--- config.mk ---
export PLATFORM = sky130hd
export DESIGN_NAME = ssst_cell
export DESIGN_NICKNAME = d
export VERILOG_FILES = /design/src/hw/rtl/ssst_pkg.sv /design/src/hw/rtl/ssst_cell.sv
export SDC_FILE = /design/constraint.sdc
export NUM_CORES = 1
export LEC_CHECK = 0
export ABC_AREA = 0
export BUFFER_PORTS_ARGS = -buffer_cell sky130_fd_sc_hd__buf_4
export CAP_MARGIN = 40
export CORE_AREA = 10 10 247 249
export DETAILED_ROUTE_END_ITERATION = 8
export DIE_AREA = 0 0 257 259
export GPL_ROUTABILITY_DRIVEN = 0
export GPL_TIMING_DRIVEN = 0
export PLACE_DENSITY = 0.63
export SLEW_MARGIN = 20
export SYNTH_ARGS = -nofsm -noshare
export SYNTH_HDL_FRONTEND = slang
export SYNTH_SLANG_ARGS = --single-unit
--- constraint.sdc ---
create_clock -name clk -period 5.5 [get_ports clk]
set_input_delay 1.375 -clock clk [delete_from_list [all_inputs] [get_ports clk]]
set_output_delay 1.375 -clock clk [all_outputs]
set_load 0.01 [all_outputs]
--- src/hw/rtl/ssst_pkg.sv ---
`timescale 1ns / 1ps
`default_nettype none

package ssst_pkg;

  // Command codes carried in the low bits of an input beat.
  typedef enum logic [2:0] {
    CMD_CLEAR    = 3'd0,
    CMD_ADD      = 3'd1,
    CMD_SET      = 3'd2,
    CMD_SET_WORD = 3'd3,
    CMD_GET      = 3'd4
  } cmd_e;

  // Configuration register indexes.
  localparam logic [7:0] REG_REQUEST_CODE = 8'd0;
  localparam logic [7:0] REG_EXCLUDE_CODE = 8'd1;

  localparam int CountW = 6;

  // Command and configuration broadcast to every cell during a scan.
  typedef struct packed {
    cmd_e        op;
    logic [31:0] server_id;
    logic [7:0]  new_flag;
    logic [31:0] now;
    logic [63:0] word_low;
    logic [63:0] word_high;
    logic [7:0]  request_code;
    logic [7:0]  exclude_code;
  } cmd_t;

  // Token that walks the chain one cell per cycle and gathers the result.
  typedef struct packed {
    logic              valid;
    logic              prefix;
    logic              ok;
    logic [7:0]        flag_out;
    logic [CountW-1:0] total_sent;
    logic [CountW-1:0] total_wait;
    logic [31:0]       send_time;
    logic [31:0]       status_time;
    logic [63:0]       word_low;
    logic [63:0]       word_high;
  } carrier_t;

endpackage

`default_nettype wire

--- src/hw/rtl/ssst_cell.sv ---
`timescale 1ns / 1ps
`default_nettype none

module ssst_cell
  import ssst_pkg::*;
(
  input  wire logic     clk,
  input  wire logic     rst,
  input  wire cmd_t     cmd,
  input  wire carrier_t c_in,
  output carrier_t      c_out
);

  logic [31:0] id;
  logic [7:0]  flag;
  logic [31:0] send_time;
  logic [31:0] status_time;
  logic [63:0] word_low;
  logic [63:0] word_high;

  logic [31:0] id_next;
  logic [7:0]  flag_next;
  logic [31:0] send_time_next;
  logic [31:0] status_time_next;
  logic [63:0] word_low_next;
  logic [63:0] word_high_next;
  carrier_t    c_next;
  logic        touched;
  logic        live;
  logic        is_match;

  // Apply the command to this slot when the token arrives, then fold the
  // slot's updated contents into the running counts.
  always_comb begin
    id_next          = id;
    flag_next        = flag;
    send_time_next   = send_time;
    status_time_next = status_time;
    word_low_next    = word_low;
    word_high_next   = word_high;
    c_next           = c_in;
    touched          = 1'b0;
    live             = 1'b0;
    is_match = c_in.prefix && !c_in.ok && (id != 32'd0) && (id == cmd.server_id);

    if (c_in.valid) begin
      unique case (cmd.op) inside
        CMD_CLEAR: begin
          id_next          = '0;
          flag_next        = '0;
          send_time_next   = '0;
          status_time_next = '0;
          word_low_next    = '0;
          word_high_next   = '0;
        end
        CMD_ADD: begin
          if (!c_in.ok && (id == 32'd0)) begin
            id_next          = cmd.server_id;
            flag_next        = cmd.request_code;
            send_time_next   = cmd.now;
            status_time_next = cmd.now;
            c_next.ok        = 1'b1;
            touched          = 1'b1;
          end
        end
        CMD_SET, CMD_SET_WORD: begin
          if (is_match) begin
            flag_next        = cmd.new_flag;
            status_time_next = cmd.now;
            if (cmd.op == CMD_SET_WORD) begin
              word_low_next  = cmd.word_low;
              word_high_next = cmd.word_high;
            end
            c_next.ok = 1'b1;
            touched   = 1'b1;
          end
        end
        CMD_GET: begin
          if (is_match) begin
            c_next.flag_out = flag;
            c_next.ok       = 1'b1;
            touched         = 1'b1;
          end
        end
        default: begin
        end
      endcase

      // Readback of the slot that the command touched.
      if (touched) begin
        c_next.send_time   = send_time_next;
        c_next.status_time = status_time_next;
        c_next.word_low    = word_low_next;
        c_next.word_high   = word_high_next;
      end

      // The filled prefix ends at the first slot that is empty afterwards.
      live          = c_in.prefix && (id_next != 32'd0);
      c_next.prefix = live;
      if (live && (flag_next != cmd.exclude_code)) begin
        c_next.total_sent = c_in.total_sent + CountW'(1);
      end
      if (live && (flag_next == cmd.request_code)) begin
        c_next.total_wait = c_in.total_wait + CountW'(1);
      end
    end
  end

  // Slot contents.
  always_ff @(posedge clk) begin
    if (rst) begin
      id          <= '0;
      flag        <= '0;
      send_time   <= '0;
      status_time <= '0;
      word_low    <= '0;
      word_high   <= '0;
    end else begin
      id          <= id_next;
      flag        <= flag_next;
      send_time   <= send_time_next;
      status_time <= status_time_next;
      word_low    <= word_low_next;
      word_high   <= word_high_next;
    end
  end

  // Hand the token to the next cell.
  always_ff @(posedge clk) begin
    if (rst) begin
      c_out <= '0;
    end else begin
      c_out <= c_next;
    end
  end

endmodule

`default_nettype wire

==> After elaboration in Yosys (flattened, before gate mapping) <==
Index checks and enable logic that the tools add are counted.
{ "totals": {"ram_bits": 0, "latchBits": 0, "input_bits": 436, "output_inout_bits": 215, "elab_cells": 70, "regBits": 447, "mem_bits_ro": 0, "memories": 0} }
{ "classes": {"n_reduce_logical": 14, "n_mux": 31, "n_addsub": 2, "shift": 0, "n_eq_ne": 7, "n_bitwise": 0, "magnitude_cmp": 0, "div_mod_pow": 0, "n_mul": 0} }
{ "op_table": {"columns": ["operator", "n"], "rows": [
  ["$mux W64", 4],
  ["$pmux W64 S2", 2],
  ["$mux W214", 1],
  ["$mux W192", 1],
  ["$mux W32", 5],
  ["$pmux W32 S2", 2],
  ["$pmux W32 S3", 1],
  ["$reduce_bool A32 Y1", 2],
  ["$eq A32 B32 Y1", 1],
  ["$logic_not A32 Y1", 1],
  ["$mux W8", 4],
  ["$pmux W8 S3", 1],
  ["$add A6 B1 Y6 const B", 2],
  ["$mux W6", 2],
  ["$mux W9", 1],
  ["$eq A8 B8 Y1", 1],
  ["$ne A8 B8 Y1", 1],
  ["$logic_and A1 B1 Y1", 7],
  ["$eq A3 B2 Y1 const B", 2],
  ["$mux W1", 5],
  ["$eq A3 B1 Y1 const B", 1],
  ["$eq A3 B3 Y1 const B", 1],
  ["$logic_not A3 Y1", 1],
  ["$pmux W1 S3", 1],
  ["other kinds (4)", 4]
]} }

==> Longest topological paths before layout <==
{ "logic_depth": {"ltp_word": 11, "ltp_mapped": 12, "depth_no_buf": 10} }

==> Worst setup path after synthesis <==
No wires, ideal clock.
{ "synth_path": {"kind": "input-to-reg", "start": "input port cmd[199] (netlist name)", "end": "register c_out[203] (netlist name)", "arrival_time_ps": 4130, "path_slack_ps": 1249, "required_ps": 5379, "cell_stages": 11, "setup_ps": 121, "path_buffers": 1, "path_cell_list": "xor2_1 -> nor4_2 -> nand4_2 -> or4_1 -> buf_2 -> and3_4 -> or3_1 -> a211o_1 -> o21ai_4 -> nor3_2 -> mux2_4"} }
{ "synth_via": {"elab_chain_cells": 9, "elab_cells_between_ends": 14, "cone_classes": "eq/ne: 2; mux: 8; reduce/logical: 4"} }
{ "synth_lines": {"columns": ["element", "line", "source"], "rows": [
  ["from (decl)", "ssst_cell.sv:9", "input wire cmd_t cmd,"],
  ["$eq A32 B32 Y1", "ssst_cell.sv:44", "is_match = c_in.prefix && !c_in.ok && (id != 32'd0) && (id == cmd.server_id);"],
  ["$logic_and A1 B1 Y1", "ssst_cell.sv:44", null],
  ["$mux W8", "ssst_cell.sv:67", "if (is_match) begin"],
  ["$pmux W8 S3", "ssst_cell.sv:47", "unique case (cmd.op) inside"],
  ["$mux W8", "ssst_cell.sv:46", "if (c_in.valid) begin"],
  ["$ne A8 B8 Y1", "ssst_cell.sv:100", "if (live && (flag_next != cmd.exclude_code)) begin"],
  ["$logic_and A1 B1 Y1 (*)", "ssst_cell.sv:100", null],
  ["$mux W6 (*)", "ssst_cell.sv:100", null],
  ["$mux W214 (*)", "ssst_cell.sv:46", null],
  ["to (signal assigned)", "ssst_cell.sv:133", "c_out <= c_next;"],
  ["to (decl)", "ssst_cell.sv:11", "output carrier_t c_out"]
]} }
Every way passes the cells marked *; elsewhere a longest branch is shown, timed or not. The select of a mux whose other input is x is not followed.
A chain may end at the register's enable or synchronous reset.

==> Worst setup path after layout <==
{ "layout_path": {"start": "input port cmd[217] (netlist name)", "end": "register c_out[132] (netlist name)"} }
{ "layout_via": {"elab_chain_cells": 6, "elab_cells_between_ends": 12, "cone_classes": "eq/ne: 4; mux: 5; reduce/logical: 3"} }
{ "layout_lines": {"columns": ["element", "line", "source"], "rows": [
  ["$eq A3 B2 Y1 (no line) or $eq A3 B3 Y1 (tied branches)", null, null],
  ["$reduce_or A3 Y1 (no line)", null, null],
  ["$pmux W1 S2", "ssst_cell.sv:47", null],
  ["$mux W1", "ssst_cell.sv:46", null],
  ["$mux W192 (*)", "ssst_cell.sv:90", "if (touched) begin"],
  ["$mux W214 (*)", "ssst_cell.sv:46", null]
]} }
Marks and branches as above.

==> flow_summary.toml <==
[status]
outcome = "finished clean"

[global_routing]
grt_pass1_wl_um = 126000
antenna_found_initial = 11
met1_usage_pct = 30.2
use_met2_pct = 42.0
grt_pass1_vias = 19500
grt-busiest-layer = "met2"
grt_max_degree = 14
grt_overflow_total = 0
gr-usage-all-layers_pct = 24.6
grtUsageMet3_pct = 5.92

[sta]
hold_slack_ns = 0.485
worst_slew_pin_slew_ns = 0.884
grt_setup_unrepaired = "false"
finalHoldViolCount = 0
relSlewSlack_pct = 41.1
post-route-min-period_ns = 4.94
final.setup.tns_ns = 0
clock.fmax_mhz = 202
setup_viol = 0
setup_ws_ns = 0.556
fin_crit_sh_pct = 89.9
clock_skew_ns = 0.0225
slew_violations = 0

[logic_synthesis]
synth_ff_type = "dfxtp_1"
syn_inst = 2058
synth_nets = 2496
yosysSeqAreaShare_pct = 48.6
ys_ff_latch = 447
yosys_warnings = 0
avgSynthCellArea_um2 = 8.94
async_reset_ff_share_pct = 0
yosysUniqueCellTypes = 72
netlist_area_mm2 = 0.0184
synth-edff-count = 0

[detailed_routing]
dr.pass1.iters = 5
ant_nets = 0
wirelength_um = 87100
drt_iter0_markers = 1850
dr_total_vias = 19500
drc = 0
drt-wirelength-per-cell_um = 24.4
vias_per_cell = 5.45

[clock_tree]
numCtsBuffers = 50
clock_latency_ns = 0.60
clockBufferDepth = 3
cts_root_buf = "clkbuf_16"
cts_tree = "yes"
htree_num_levels = 2
hold_buffers = 0
cts.reportedPaths.clkPinSlew_ns = 0.06
cts.sinks = 447
post-cts-setup-buffers = 0
cts-resized-gates = 0

[critical_path]
worst_ep_arrival_time_ns = 5.36
critical_path_required_ns = 5.92
rr_worst_depth = 9
cp-start-kind = "input pin"
end_kind = "flop"
worstSetupPathType = "in2reg"
path_max_fanout = 11

[job]
cap_violations = 0

[power]
power_mw = 8.01
pwr-share-comb_pct = 14.5
p_sw_share_pct = 26.0
power_density_mw_per_mm2 = 308
clkPwrFrac_pct = 41.9
p_int_mw = 5.93
p_sw_mw = 2.08
pwr-share-seq_pct = 43.6
vdd_ir_drop_max_v = 0.000265
p_leak_nw = 10.5

[placement]
pre_cts_slack_ns = -0.269
io_buffers = 649
place_inst = 3472
place_hpwl_um = 70300
placed_area_mm2 = 0.0243

[floorplanning]
pin_count = 651
core-area_mm2 = 0.0560
die_area_mm2 = 0.0666
core.rowCount = 87
die_h_um = 259
start_util_pct = 32.9
fp.dieW_um = 257

[final_layout]
final_common_cell = "buf_4"
mostFrequentLayoutCells = "650 x buf_4, 451 x nor2_1, 447 x dfxtp_1, 325 x a211oi_1, 225 x a22oi_1"
syn_to_final_growth_pct = 41.4
fin_nets = 3210
nFillCells = 5440
design_area_mm2 = 0.0260
area.sequential_mm2 = 0.00895
layout-drive-gt1-share_pct = 27.7
finalNonFillerCells = 3572
post-route-util_pct = 46.5
multi_input_area_mm2 = 0.00863

[worst_hold_path]
hold_depth = 2
hold_class = "reg2reg"
sequential cells by signal, summed over array words and instances, names as in the netlist:
register / cells
flag: 8
id: 32
word_high: 64
c_out: 215
send_time: 32
status_time: 32
word_low: 64
cell usage after synthesis (5+ instances only):
cell type | instances | share of area, %
a211oi_1 | 325 | 13
a21oi_1 | 45 | 1.2
a221oi_1 | 9 | 0.43
a22oi_1 | 225 | 9.2
a32oi_1 | 7 | 0.33
buf_1 | 8 | 0.16
buf_2 | 5 | 0.14
clkbuf_1 | 184 | 3.8
dfxtp_1 | 447 | 49
inv_1 | 14 | 0.29
mux2i_1 | 49 | 2.7
nand2_1 | 55 | 1.1
nand3_1 | 11 | 0.30
nand4_1 | 11 | 0.37
nor2_1 | 451 | 9.2
nor2b_1 | 5 | 0.17
nor3_1 | 17 | 0.46
nor4_1 | 29 | 0.99
nor4_2 | 7 | 0.48
o21ai_0 | 21 | 0.57
o31ai_1 | 5 | 0.20
or3_1 | 6 | 0.20
xor2_1 | 34 | 1.6
critical path, cell delays in order:
cell      delay [ns]
buf_4           0.12
or3b_2          0.52
nor4_1          0.63
clkbuf_1        0.58
o21a_1          0.30
clkbuf_2        0.45
clkbuf_2        0.57
clkbuf_1        0.61
a211oi_1        0.20
area by class of cell:
class | count | share of cell area, %
inverters | 14 | 0.202
plain buffers | 198 | 2.94
diodes | 8 | 0.0770
clock inverters | 11 | 0.592
multi-input cells | 1399 | 33.2
repair buffers | 662 | 19.3
clock buffers | 77 | 5.70
well taps | 756 | 3.64
flip-flops and latches | 447 | 34.4
cell families after synthesis:
family	Yosys count	synth area share, %
AOI/OAI and AO/OA	683	27.4
xor gates and xnor gates	34	1.62
adders and majority gates	2	0.136
buffers and inverters	212	4.41
DFF	447	48.6
muxes	51	2.81
and+or+nand+nor	629	15.0
metal layers:
| metal | part of all wire, % | vias up | wire length, µm |
|---|---|---|---|
| met3 | 8.4 | 138 | 7330 |
| met5 | 0.074 | - | 64 |
| met4 | 2.6 | 10 | 2240 |
| met1 | 40 | 9357 | 35000 |
| met2 | 49 | 894 | 42400 |
| li1 | - | 9055 | - |
power by group through the flow:
stage               clock network, mW  logic [mW]  registers, mW
floorplan                           0       0.454           3.59
global placement                    0        1.13           3.55
detailed placement                  0        1.15           3.56
CTS                              3.41        1.16           3.49
global route                     3.53        1.25           3.50
finish                           3.36        1.16           3.49
worst paths after layout:
check                             startpoint  slack [ns]      endpoint
worst max-delay path                cmd[217]        0.56    c_out[132]
worst max register to register        id[18]        0.67    c_out[132]
worst min register to register  word_high[1]        0.48  word_high[1]
worst min-delay path            word_high[1]        0.48  word_high[1]
No activity file was read; power rests on OpenSTA's default activity.
